## config.mk

```make
export PLATFORM = sky130hd
export DESIGN_NAME = dps_cell
export DESIGN_NICKNAME = d
export VERILOG_FILES = /design/src/dps_pkg.sv /design/src/dps_cell.sv
export SDC_FILE = /design/constraint.sdc
export NUM_CORES = 1
export LEC_CHECK = 0
export BUFFER_PORTS_ARGS = -buffer_cell sky130_fd_sc_hd__clkbuf_2
export CAP_MARGIN = 20
export CORE_MARGIN = 1
export CORE_UTILIZATION = 30
export CTS_CLUSTER_SIZE = 12
export DETAILED_ROUTE_END_ITERATION = 12
export HOLD_SLACK_MARGIN = 0.08
export PLACE_DENSITY = 0.52
export REMOVE_ABC_BUFFERS = 1
export SLEW_MARGIN = 20
export SYNTH_ARGS = -nofsm -noshare
export SYNTH_HDL_FRONTEND = slang
export SYNTH_SLANG_ARGS = --single-unit
```

## constraint.sdc

```tcl
create_clock -name clk -period 5.3 [get_ports clk]
set_input_delay 0.795 -clock clk [delete_from_list [all_inputs] [get_ports clk]]
set_output_delay 0.795 -clock clk [all_outputs]
set_load 0.005 [all_outputs]
```

## src/dps_pkg.sv

```systemverilog
// Package for the decaying priority scheduler: sizes, command codes, state
// enum and the struct passed along the chain of slot cells. No dependencies.
`default_nettype none
package dps_pkg;
  localparam int unsigned Slots = 64;
  localparam int unsigned IdxW = $clog2(Slots);

  typedef enum logic [0:0] {
    CMD_YIELD = 1'b0,
    CMD_WRITE = 1'b1
  } cmd_t;

  typedef enum logic [1:0] {
    ST_IDLE,
    ST_AGE,
    ST_SCAN,
    ST_DONE
  } state_t;

  // Running best candidate handed from one cell to the next.
  typedef struct packed {
    logic            have;
    logic [IdxW-1:0] idx;
    logic [7:0]      prio;
  } best_t;

  function automatic logic [7:0] bump(input logic [7:0] c);
    bump = (c == 8'hff) ? c : c + 8'd1;
  endfunction
endpackage
`default_nettype wire

```

## src/dps_cell.sv

```systemverilog
// One slot of the scheduler table: list bit, priority word, runnable bit and
// counter. Depends on dps_pkg.
`default_nettype none
module dps_cell (
  input  wire logic                     clk,
  input  wire logic                     rst_n,
  input  wire logic                     wr_en,
  input  wire logic                     wr_present,
  input  wire logic [31:0]              wr_word,
  input  wire logic                     wr_runnable,
  input  wire logic                     age_en,
  input  wire logic                     scan_en,
  input  wire logic                     is_cur,
  input  wire logic [dps_pkg::IdxW-1:0] my_idx,
  input  wire dps_pkg::best_t           best_in,
  output dps_pkg::best_t                best_out
);
  logic        in_list_r;
  logic [31:0] word_r;
  logic        run_r;
  logic [7:0]  cnt_r;
  logic [7:0]  p_dec;
  logic [7:0]  c_inc;
  logic        wake;

  always_comb begin
    p_dec = (word_r[7:0] > word_r[15:8]) ? word_r[7:0] - word_r[15:8] : 8'd0;
    c_inc = dps_pkg::bump(cnt_r);
    wake  = in_list_r && !is_cur && !run_r;
  end

  always_ff @(posedge clk) begin
    if (!rst_n) begin
      in_list_r <= 1'b0;
      cnt_r     <= 8'd0;
    end else if (wr_en) begin
      in_list_r <= wr_present;
      if (wr_present) begin
        word_r <= wr_word;
        run_r  <= wr_runnable;
        cnt_r  <= 8'd0;
      end
    end else if (age_en) begin
      word_r[7:0] <= p_dec;
      if (c_inc == word_r[23:16]) begin
        cnt_r <= 8'd0;
        if (word_r[31:24] != 8'd0) run_r <= 1'b0;
      end else begin
        cnt_r <= c_inc;
      end
    end else if (scan_en && wake) begin
      if (c_inc == word_r[31:24]) begin
        cnt_r <= 8'd0;
        run_r <= 1'b1;
      end else begin
        cnt_r <= c_inc;
      end
    end
  end

  // Selection sees the runnable bit after this yield's wake update.
  logic run_eff;
  always_comb begin
    run_eff = run_r || (wake && c_inc == word_r[31:24]);
    best_out = best_in;
    if (in_list_r && run_eff && (!best_in.have || word_r[7:0] > best_in.prio)) begin
      best_out.have = 1'b1;
      best_out.idx  = my_idx;
      best_out.prio = word_r[7:0];
    end
  end
endmodule
`default_nettype wire

```

==> impl_metrics.ini, run 1 <==
[logic_synthesis]
yosys.area.top_type = edfxtp_1
synthTopCellsByArea = edfxtp_1, ha_1, dfxtp_1
synthesis.area_mm2 = 0.00310
yosysMostFrequentCell = edfxtp_1
synthCells = 313
avgSynthCellArea_um2 = 9.91
synth_seq_area_share_pct = 37.8
synth_edf_count = 33
synth_top_area_share_pct = 32.0
synth.ff_latch_count = 42
async_flop_share_pct = 0
synth_common_cells = edfxtp_1, inv_1, nand2_1, ha_1, nor2_1
synthDistinctLibCells = 60
ys.flop_type = edfxtp_1
synth_warnings = 0

[final_layout]
seqCellArea_mm2 = 0.00117
nNetsFinal = 460
syn2layout_area_growth_pct = 17.3
n_antenna_cell = 0
drive_above_1_share_pct = 30.4
stdcell_count = 515
num-fill-cells = 1030
multiInputGateArea_mm2 = 0.00173

[power_and_ir_drop]
p_seq_share_pct = 52.2
clock_power_share_pct = 27.8
p_int_uw = 536
sw_frac_of_total_pct = 27.3
p_per_area_mw_per_mm2 = 203
combPwrFrac_pct = 20.0
p_switching_uw = 201
leakage_nw = 1.57
ir_drop_mv = 0.0792

[floorplan]
die-area_mm2 = 0.0107
initial_core_util_pct = 31.3
die_h_um = 104
die_width_um = 104
io_pins = 76
core_area_mm2 = 0.00991
rows = 36

[worst_setup_path]
r2r-end = cnt_r[6]$_SDFFE_PN0P_
reg2regPathDepth = 8
slowest_stage = dfxtp_1
path_class = register to output port
worst_setup_path_end_kind = output port
crit_arrival_ps = 3660
endpoint = best_out[8]
path_depth = 9
ff2ff_setup_slack_ps = 1660
cpLargestDelayFamily = simple AND/OR/NAND/NOR gates
worstPathCellList = ha_1 > and4_4 > a211oi_2 > a22o_1 > or3_1 > nor3_2 > o221ai_2 > mux2_4 > clkbuf_2
crit_buf_inv = 1
cp_data_required_time_ps = 4510
worstPathMaxFanout = 14
startpoint = cnt_r[0]$_SDFFE_PN0P_
cp-start-kind = register
slowest_delay_ps = 530
r2r_start = cnt_r[0]$_SDFFE_PN0P_

[timing]
slew_violations = 0
finalHoldViolations = 0
worst_pin_slew_ps = 994
clock.fmax_mhz = 225
relSlewSlack_pct = 33.4
fin_crit_sh_pct = 84.0
hold_ws_ps = 540
finClkSkew_ps = 11.9
setup_viol = 0
final.setup.tns_ps = 0
rsz0062_at_grt = false
fin_crit_ps = 4450

[global_routing]
track_usage_pct = 15.2
grt_pass1_vias = 2601
grt_max_degree = 18
grt_first_pass_wirelength_um = 13100
antenna_found_initial = 0
grt_overflow = 0

[route]
ant_nets = 0
drt_iter0_drc = 165
first_pass_iters = 4
wirelength_um = 7890
wire_per_inst_um = 15.3
drc_errors = 0
vias = 2655
viasPerCell = 5.16

[job]
cap_violations = 0

[cts]
clk_transition_reported_paths_ps = 80
cts_buffers = 5
worstSkewPairLatency_ps = 300
cts_max_level = 2
cts_root_buffer = clkbuf_8
cts_num_sinks = 42
hold_buffers = 0
clock_path_buffers = 2
post-cts-setup-buffers = 0
cts_tree = done
cts-resized-gates = 0

[run_status]
status = completed

[worst_hold_path]
holdCritPathClass = register to register

[placed_design]
place.gp.congestion = 0.892
place_hpwl_um = 6150
dp.cells = 507
port_buffers = 75
[cells by family after synthesis]
group	count (synthesis)	share of synthesized area, %
AND/OR/NAND/NOR	97	16.8
AO/OA/AOI/OAI	87	21.4
buffers and inverters	42	6.54
flip-flops	42	37.8
adder cells (fa/ha/maj)	18	7.51
multiplexers	14	6.30
XOR/XNOR	13	3.67
[power groups by stage]
stage	sequential, mW	combinational (mW)	clock, mW
global route	0.387	0.165	0.224
CTS	0.385	0.149	0.212
finish	0.385	0.147	0.205
global placement	0.393	0.145	0
detailed placement	0.393	0.148	0
floorplan	0.389	0.0921	0
[layer usage]
metal	global-route usage, %	vias up	routed length, µm
li1	-	1323	-
met1	18.9	1231	3520
met2	27.2	96	3800
met3	2.89	5	510
met4	3.06	0	67
met5	0	-	0
[state kept, by name, summed over array words and instances (netlist names)]
| register | flops |
|---|---|
| cnt_r | 8 |
| run_r | 1 |
| word_r | 32 |
| in_list_r | 1 |
[worst min-delay path by stage]
stage,from,to,slack (ps),depth (start not counted)
6_report,in_list_r$_SDFFE_PN0P_,in_list_r$_SDFFE_PN0P_,540,2
5_1_grt,in_list_r$_SDFFE_PN0P_,in_list_r$_SDFFE_PN0P_,580,2
4_1_cts,in_list_r$_SDFFE_PN0P_,in_list_r$_SDFFE_PN0P_,540,2
3_5_place_dp,in_list_r$_SDFFE_PN0P_,in_list_r$_SDFFE_PN0P_,530,2
3_3_place_gp,in_list_r$_SDFFE_PN0P_,in_list_r$_SDFFE_PN0P_,520,2
2_1_floorplan,in_list_r$_SDFFE_PN0P_,in_list_r$_SDFFE_PN0P_,460,2
[per-stage QoR]
step | cell area, µm² | utilization (%) | total power [mW] | setup slack, ps
6_report | 3640 | 36.7 | 0.737 | 847
4_1_cts | 3640 | 36.7 | 0.746 | 846
5_1_grt | 3640 | 36.7 | 0.777 | 574
3_5_place_dp | 3550 | 35.9 | 0.541 | 1190
3_3_place_gp | 3550 | 35.9 | 0.538 | 1250
2_1_floorplan | 3000 | - | 0.481 | 1670
[worst register-to-register path: cells and delay by family (launching register included)]
kind / cells / cell delay (ps)
flip-flops: 1 / 530
AO/OA/AOI/OAI: 4 / 1560
AND/OR/NAND/NOR: 3 / 1020
adder cells (fa/ha/maj): 1 / 430
[final cells by class]
type                    instances  share of cell area, %
inverters                      26                   2.68
clock buffers                   6                   2.00
repair buffers                 77                   10.7
well taps                     133                   4.58
multi-input cells             229                   47.5
clock inverters                 2                  0.275
flip-flops and latches         42                   32.2
[layout by cell type, fill, tap and decap left out, types with 3 or more instances in the layout]
master,instances
a211oi_1,4
mux2_2,4
o221a_2,5
a21o_1,4
o21a_1,4
clkbuf_8,5
xor2_1,6
mux2_4,10
nor3_1,10
inv_1,26
nor2b_1,5
ha_1,17
a211o_1,3
edfxtp_1,33
nor2_1,16
xnor2_1,7
and3_1,6
a22o_1,6
a31oi_1,4
or3_1,9
o211ai_1,3
a32o_1,3
a21oi_1,13
nand3_1,8
dfxtp_1,9
nand4_1,6
a21boi_0,4
nand2_1,20
o21ai_0,16
nor4_1,4
clkbuf_2,75
No activity file was read; power rests on OpenSTA's default activity.
==> run 2: changes to the inputs <==
==> constraint.sdc (replaced) <==
create_clock -name clk -period 4.65 [get_ports clk]
set_input_delay 0.6975 -clock clk [delete_from_list [all_inputs] [get_ports clk]]
set_output_delay 0.6975 -clock clk [all_outputs]
set_load 0.005 [all_outputs]
==> run 2 against run 1 <==
Power rose by 14%. Global-route usage fell by 0.14 points. Sequential cell count did not move. Highest routed layer unchanged.
==> impl_metrics.ini, run 2 (synthesis results as in run 1) <==
[cts]
cts_tree = done
cts_buffers = 5
cts_num_sinks = 42
clk_transition_reported_paths_ps = 80
post-cts-setup-buffers = 0
cts_max_level = 2
cts_root_buffer = clkbuf_8
clock_path_buffers = 2
worstSkewPairLatency_ps = 300

[floorplan]
rows = 36
die-area_mm2 = 0.0107
initial_core_util_pct = 31.3
die_h_um = 104
core_area_mm2 = 0.00991
die_width_um = 104
io_pins = 76

[final_layout]
seqCellArea_mm2 = 0.00117
layout_common_cells = clkbuf_2, edfxtp_1, inv_1
num-fill-cells = 1010
reg_top3 = word_r: 32 flops, cnt_r: 8 flops
nNetsFinal = 462
mostFrequentLayoutCell = clkbuf_2
multiInputGateArea_mm2 = 0.00174
largest_register = word_r
syn2layout_area_growth_pct = 18.1
drive_above_1_share_pct = 30.5
largest_reg_flops = 32
n_antenna_cell = 0

[power_and_ir_drop]
ir_drop_mv = 0.110
leakage_nw = 1.58
p_per_area_mw_per_mm2 = 230
totalPowerFinal_uw = 842

[route]
drt_iter0_drc = 105
drc_errors = 0
viasPerCell = 5.21
wirelength_um = 7890
ant_nets = 0
wire_per_inst_um = 15.3
vias = 2694
first_pass_iters = 4

[timing]
fin_crit_sh_pct = 92.3
clock.fmax_mhz = 233
rsz0062_at_grt = false
setup_viol = 0
finalHoldViolations = 0
fin_ws_ps = 360
relSlewSlack_pct = 37.0
slew_violations = 0
finClkSkew_ps = 7.37
worst_pin_slew_ps = 944
hold_ws_ps = 541
fin_crit_ps = 4290
final.setup.tns_ps = 0

[global_routing]
grt_first_pass_wirelength_um = 12900
antenna_found_initial = 0
grt_max_degree = 17
grt_pass1_vias = 2585
track_usage_pct = 15.0
grt_overflow = 0

[worst_setup_path]
crit_arrival_ps = 3590
cp-start-kind = register
slowest_delay_ps = 540
worstPathMaxFanout = 14
path_class = register to output port
worstPathCellList = ha_1 > and4_4 > a211oi_2 > a22o_1 > or3_1 > nor3_2 > o221ai_4 > mux2_4 > clkbuf_2
worst_setup_path_end_kind = output port
cp_data_required_time_ps = 3950
slowest_stage = dfxtp_1

[placed_design]
pre_cts_ws_ps = 600
place.gp.congestion = 0.884
port_buffers = 75
place_hpwl_um = 6120

[worst_hold_path]
holdCritPathClass = register to register

[run_status]
status = completed

[job]
cap_violations = 0
## run 2: metal layers
layer | track usage, % | part of all wire [%] | vias to the layer above
met5 | 0 | 0 | -
met4 | 4.90 | 1.6 | 0
met3 | 3.59 | 7.3 | 10
met2 | 26.2 | 48 | 102
met1 | 18.2 | 43 | 1253
li1 | - | - | 1329
## run 2: through the flow
step	std cells	utilization, %	area (µm²)
finish	517	37.0	3660
global route	517	37.0	3660
CTS	517	36.8	3650
detailed placement	509	36.0	3570
global placement	509	36.0	3570
floorplan	297	-	3000
## run 2: power breakdown
part / internal (mW) / total (mW) / switching, mW
Sequential: 0.424 / 0.439 / 0.0152
Clock: 0.103 / 0.235 / 0.131
Combinational: 0.0829 / 0.168 / 0.0854
## run 2: layout make-up
| type | count | share of cell area (%) |
|---|---|---|
| timing repair buffer | 79 | 11.1 |
| clock inverter | 2 | 0.239 |
| inverter | 26 | 2.66 |
| multi-input combinational | 229 | 47.5 |
| sequential | 42 | 32.0 |
| clock buffer | 6 | 1.98 |
| tap | 133 | 4.54 |
## run 2: critical path: cells and delay by family, from the launching register on
family / cells / cell delay [ps]
AO/OA/AOI/OAI: 3 / 680
adder cells (fa/ha/maj): 1 / 440
buffers and inverters: 1 / 110
flip-flops: 1 / 540
multiplexers: 1 / 380
AND/OR/NAND/NOR: 3 / 1140
## run 2: final timing paths
check	startpoint	end	slack, ps	cells after the start
max	cnt_r[0]$_SDFFE_PN0P_	best_out[10]	360	9
min	in_list_r$_SDFFE_PN0P_	in_list_r$_SDFFE_PN0P_	540	2
max reg2reg	cnt_r[0]$_SDFFE_PN0P_	cnt_r[6]$_SDFFE_PN0P_	1170	9
min reg2reg	in_list_r$_SDFFE_PN0P_	in_list_r$_SDFFE_PN0P_	540	2
## run 2: what timing repair did
action | 4_1_cts | 5_1_grt
resized for setup | 0 | 1
hold buffers | 0 | 0
endpoints found under the setup margin | 0 | 14
==> run 3: changes to the inputs <==
--- a/config.mk
+++ b/config.mk
@@ -7,7 +7,7 @@
 export LEC_CHECK = 0
 export BUFFER_PORTS_ARGS = -buffer_cell sky130_fd_sc_hd__clkbuf_2
 export CAP_MARGIN = 20
-export CORE_MARGIN = 1
+export CORE_MARGIN = 2
 export CORE_UTILIZATION = 30
 export CTS_CLUSTER_SIZE = 12
 export DETAILED_ROUTE_END_ITERATION = 12
==> run 3 against run 2 <==
Via count is essentially flat. Routed wire length rose by 3.1%. Combinational power is essentially flat. Hold slack improved by 13 ps. Critical path depth stayed put. Clock skew is essentially flat. Maximum frequency up 0.66%. Critical path type unchanged. Largest power group unchanged.
==> impl_metrics.ini, run 3 (synthesis results as in run 1) <==
[timing]
clock.fmax_mhz = 235
finClkSkew_ps = 7.00
slew_violations = 0
rsz0062_at_grt = false
fin_crit_sh_pct = 91.7
fin_crit_ps = 4260
final.setup.tns_ps = 0
relSlewSlack_pct = 38.7
worst_pin_slew_ps = 919
finalHoldViolations = 0
setup_viol = 0

[floorplan]
rows = 37
die_width_um = 106
initial_core_util_pct = 30.4
die-area_mm2 = 0.0112
io_pins = 76
core_area_mm2 = 0.0102
die_h_um = 106

[worst_setup_path]
cp_data_required_time_ps = 3950
ff2ff_setup_slack_ps = 1240
startpoint = cnt_r[0]$_SDFFE_PN0P_
path_class = register to output port
cp-start-kind = register
r2r_start = cnt_r[0]$_SDFFE_PN0P_
worst_setup_path_end_kind = output port
crit_arrival_ps = 3560
worstPathMaxFanout = 14

[global_routing]
track_usage_pct = 14.6
grt_max_degree = 17
antenna_found_initial = 0
grt_overflow = 0
grt_first_pass_wirelength_um = 13100
grt_pass1_vias = 2671

[power_and_ir_drop]
ir_drop_mv = 0.0887
leakage_nw = 1.58
p_per_area_mw_per_mm2 = 230

[cts]
worstSkewPairLatency_ps = 300
post-cts-setup-buffers = 0
hold_buffers = 0
clock_path_buffers = 2
cts_tree = done
cts_root_buffer = clkbuf_8
cts_num_sinks = 42
cts_buffers = 5
clk_transition_reported_paths_ps = 80
cts_max_level = 2
cts-resized-gates = 0

[route]
ant_nets = 0
vias = 2695
wirelength_um = 8140
drc_errors = 0
wire_per_inst_um = 15.6
drt_iter0_drc = 133
viasPerCell = 5.18
first_pass_iters = 5

[final_layout]
nNetsFinal = 462
largest_reg_flops = 32
seqCellArea_mm2 = 0.00117
drive_above_1_share_pct = 30.5
mostFrequentLayoutCell = clkbuf_2
post-route-util_pct = 36.0
n_antenna_cell = 0
syn2layout_area_growth_pct = 18.2
reg_top3 = word_r: 32 flops, cnt_r: 8 flops
stdcell_area_mm2 = 0.00367
largest_register = word_r
num-fill-cells = 1057
multiInputGateArea_mm2 = 0.00174
layout_common_cells = clkbuf_2, edfxtp_1, inv_1
stdcell_count = 520

[worst_hold_path]
holdCritPathClass = register to register
min_from = in_list_r$_SDFFE_PN0P_

[placed_design]
dp.cells = 512
place.gp.congestion = 0.899
place_hpwl_um = 6330
place_area_mm2 = 0.00357
port_buffers = 75

[run_status]
status = completed

[job]
cap_violations = 0
-- run 3: cell counts in the layout (fill, tap and decap cells not counted) --
No cell type changed its count.
-- run 3: final timing paths --
| path | depth (start not counted) | endpoint |
|---|---|---|
| worst max-delay path | 9 | best_out[7] |
| worst min-delay path | 2 | in_list_r$_SDFFE_PN0P_ |
| worst max register to register | 9 | cnt_r[3]$_SDFFE_PN0P_ |
| worst min register to register | 2 | in_list_r$_SDFFE_PN0P_ |
-- run 3: critical path, cell delays in order (launching register included) --
cell and delay, ps:
dfxtp_1 550, ha_1 440, nand3_2 230, or3_1 390
a2111oi_2 360, nor2_1 130, nor3_2 360, o221ai_4 320
mux2_4 380, clkbuf_2 110
-- run 3: final cells by class --
| type | count | area share, % |
|---|---|---|
| clock buffer | 6 | 1.98 |
| inverter | 26 | 2.66 |
| timing repair buffer | 79 | 11.1 |
| sequential | 42 | 31.9 |
| clock inverter | 2 | 0.239 |
| multi-input combinational | 229 | 47.5 |
| tap | 136 | 4.64 |
-- run 3: layer usage --
metal / global-route usage, % / vias to the layer above / wire [µm] / share of wire, %
met2: 25.6 / 113 / 3890 / 48
met4: 5.36 / 0 / 157 / 1.9
li1: - / 1333 / - / -
met5: 0 / - / 0 / 0
met3: 2.29 / 16 / 592 / 7.3
met1: 18.1 / 1233 / 3490 / 43
-- run 3: through the flow --
stage	setup WS [ps]	power [mW]	hold slack, ps
finish	388	0.843	554
global route	103	0.889	558
CTS	258	0.853	531
detailed placement	613	0.618	519
global placement	703	0.614	506
floorplan	1150	0.548	465
-- run 3: power by group --
part / total (mW) / internal [mW] / switching, mW
clock: 0.233 / 0.104 / 0.130
sequential: 0.440 / 0.424 / 0.0157
combinational: 0.170 / 0.0830 / 0.0868
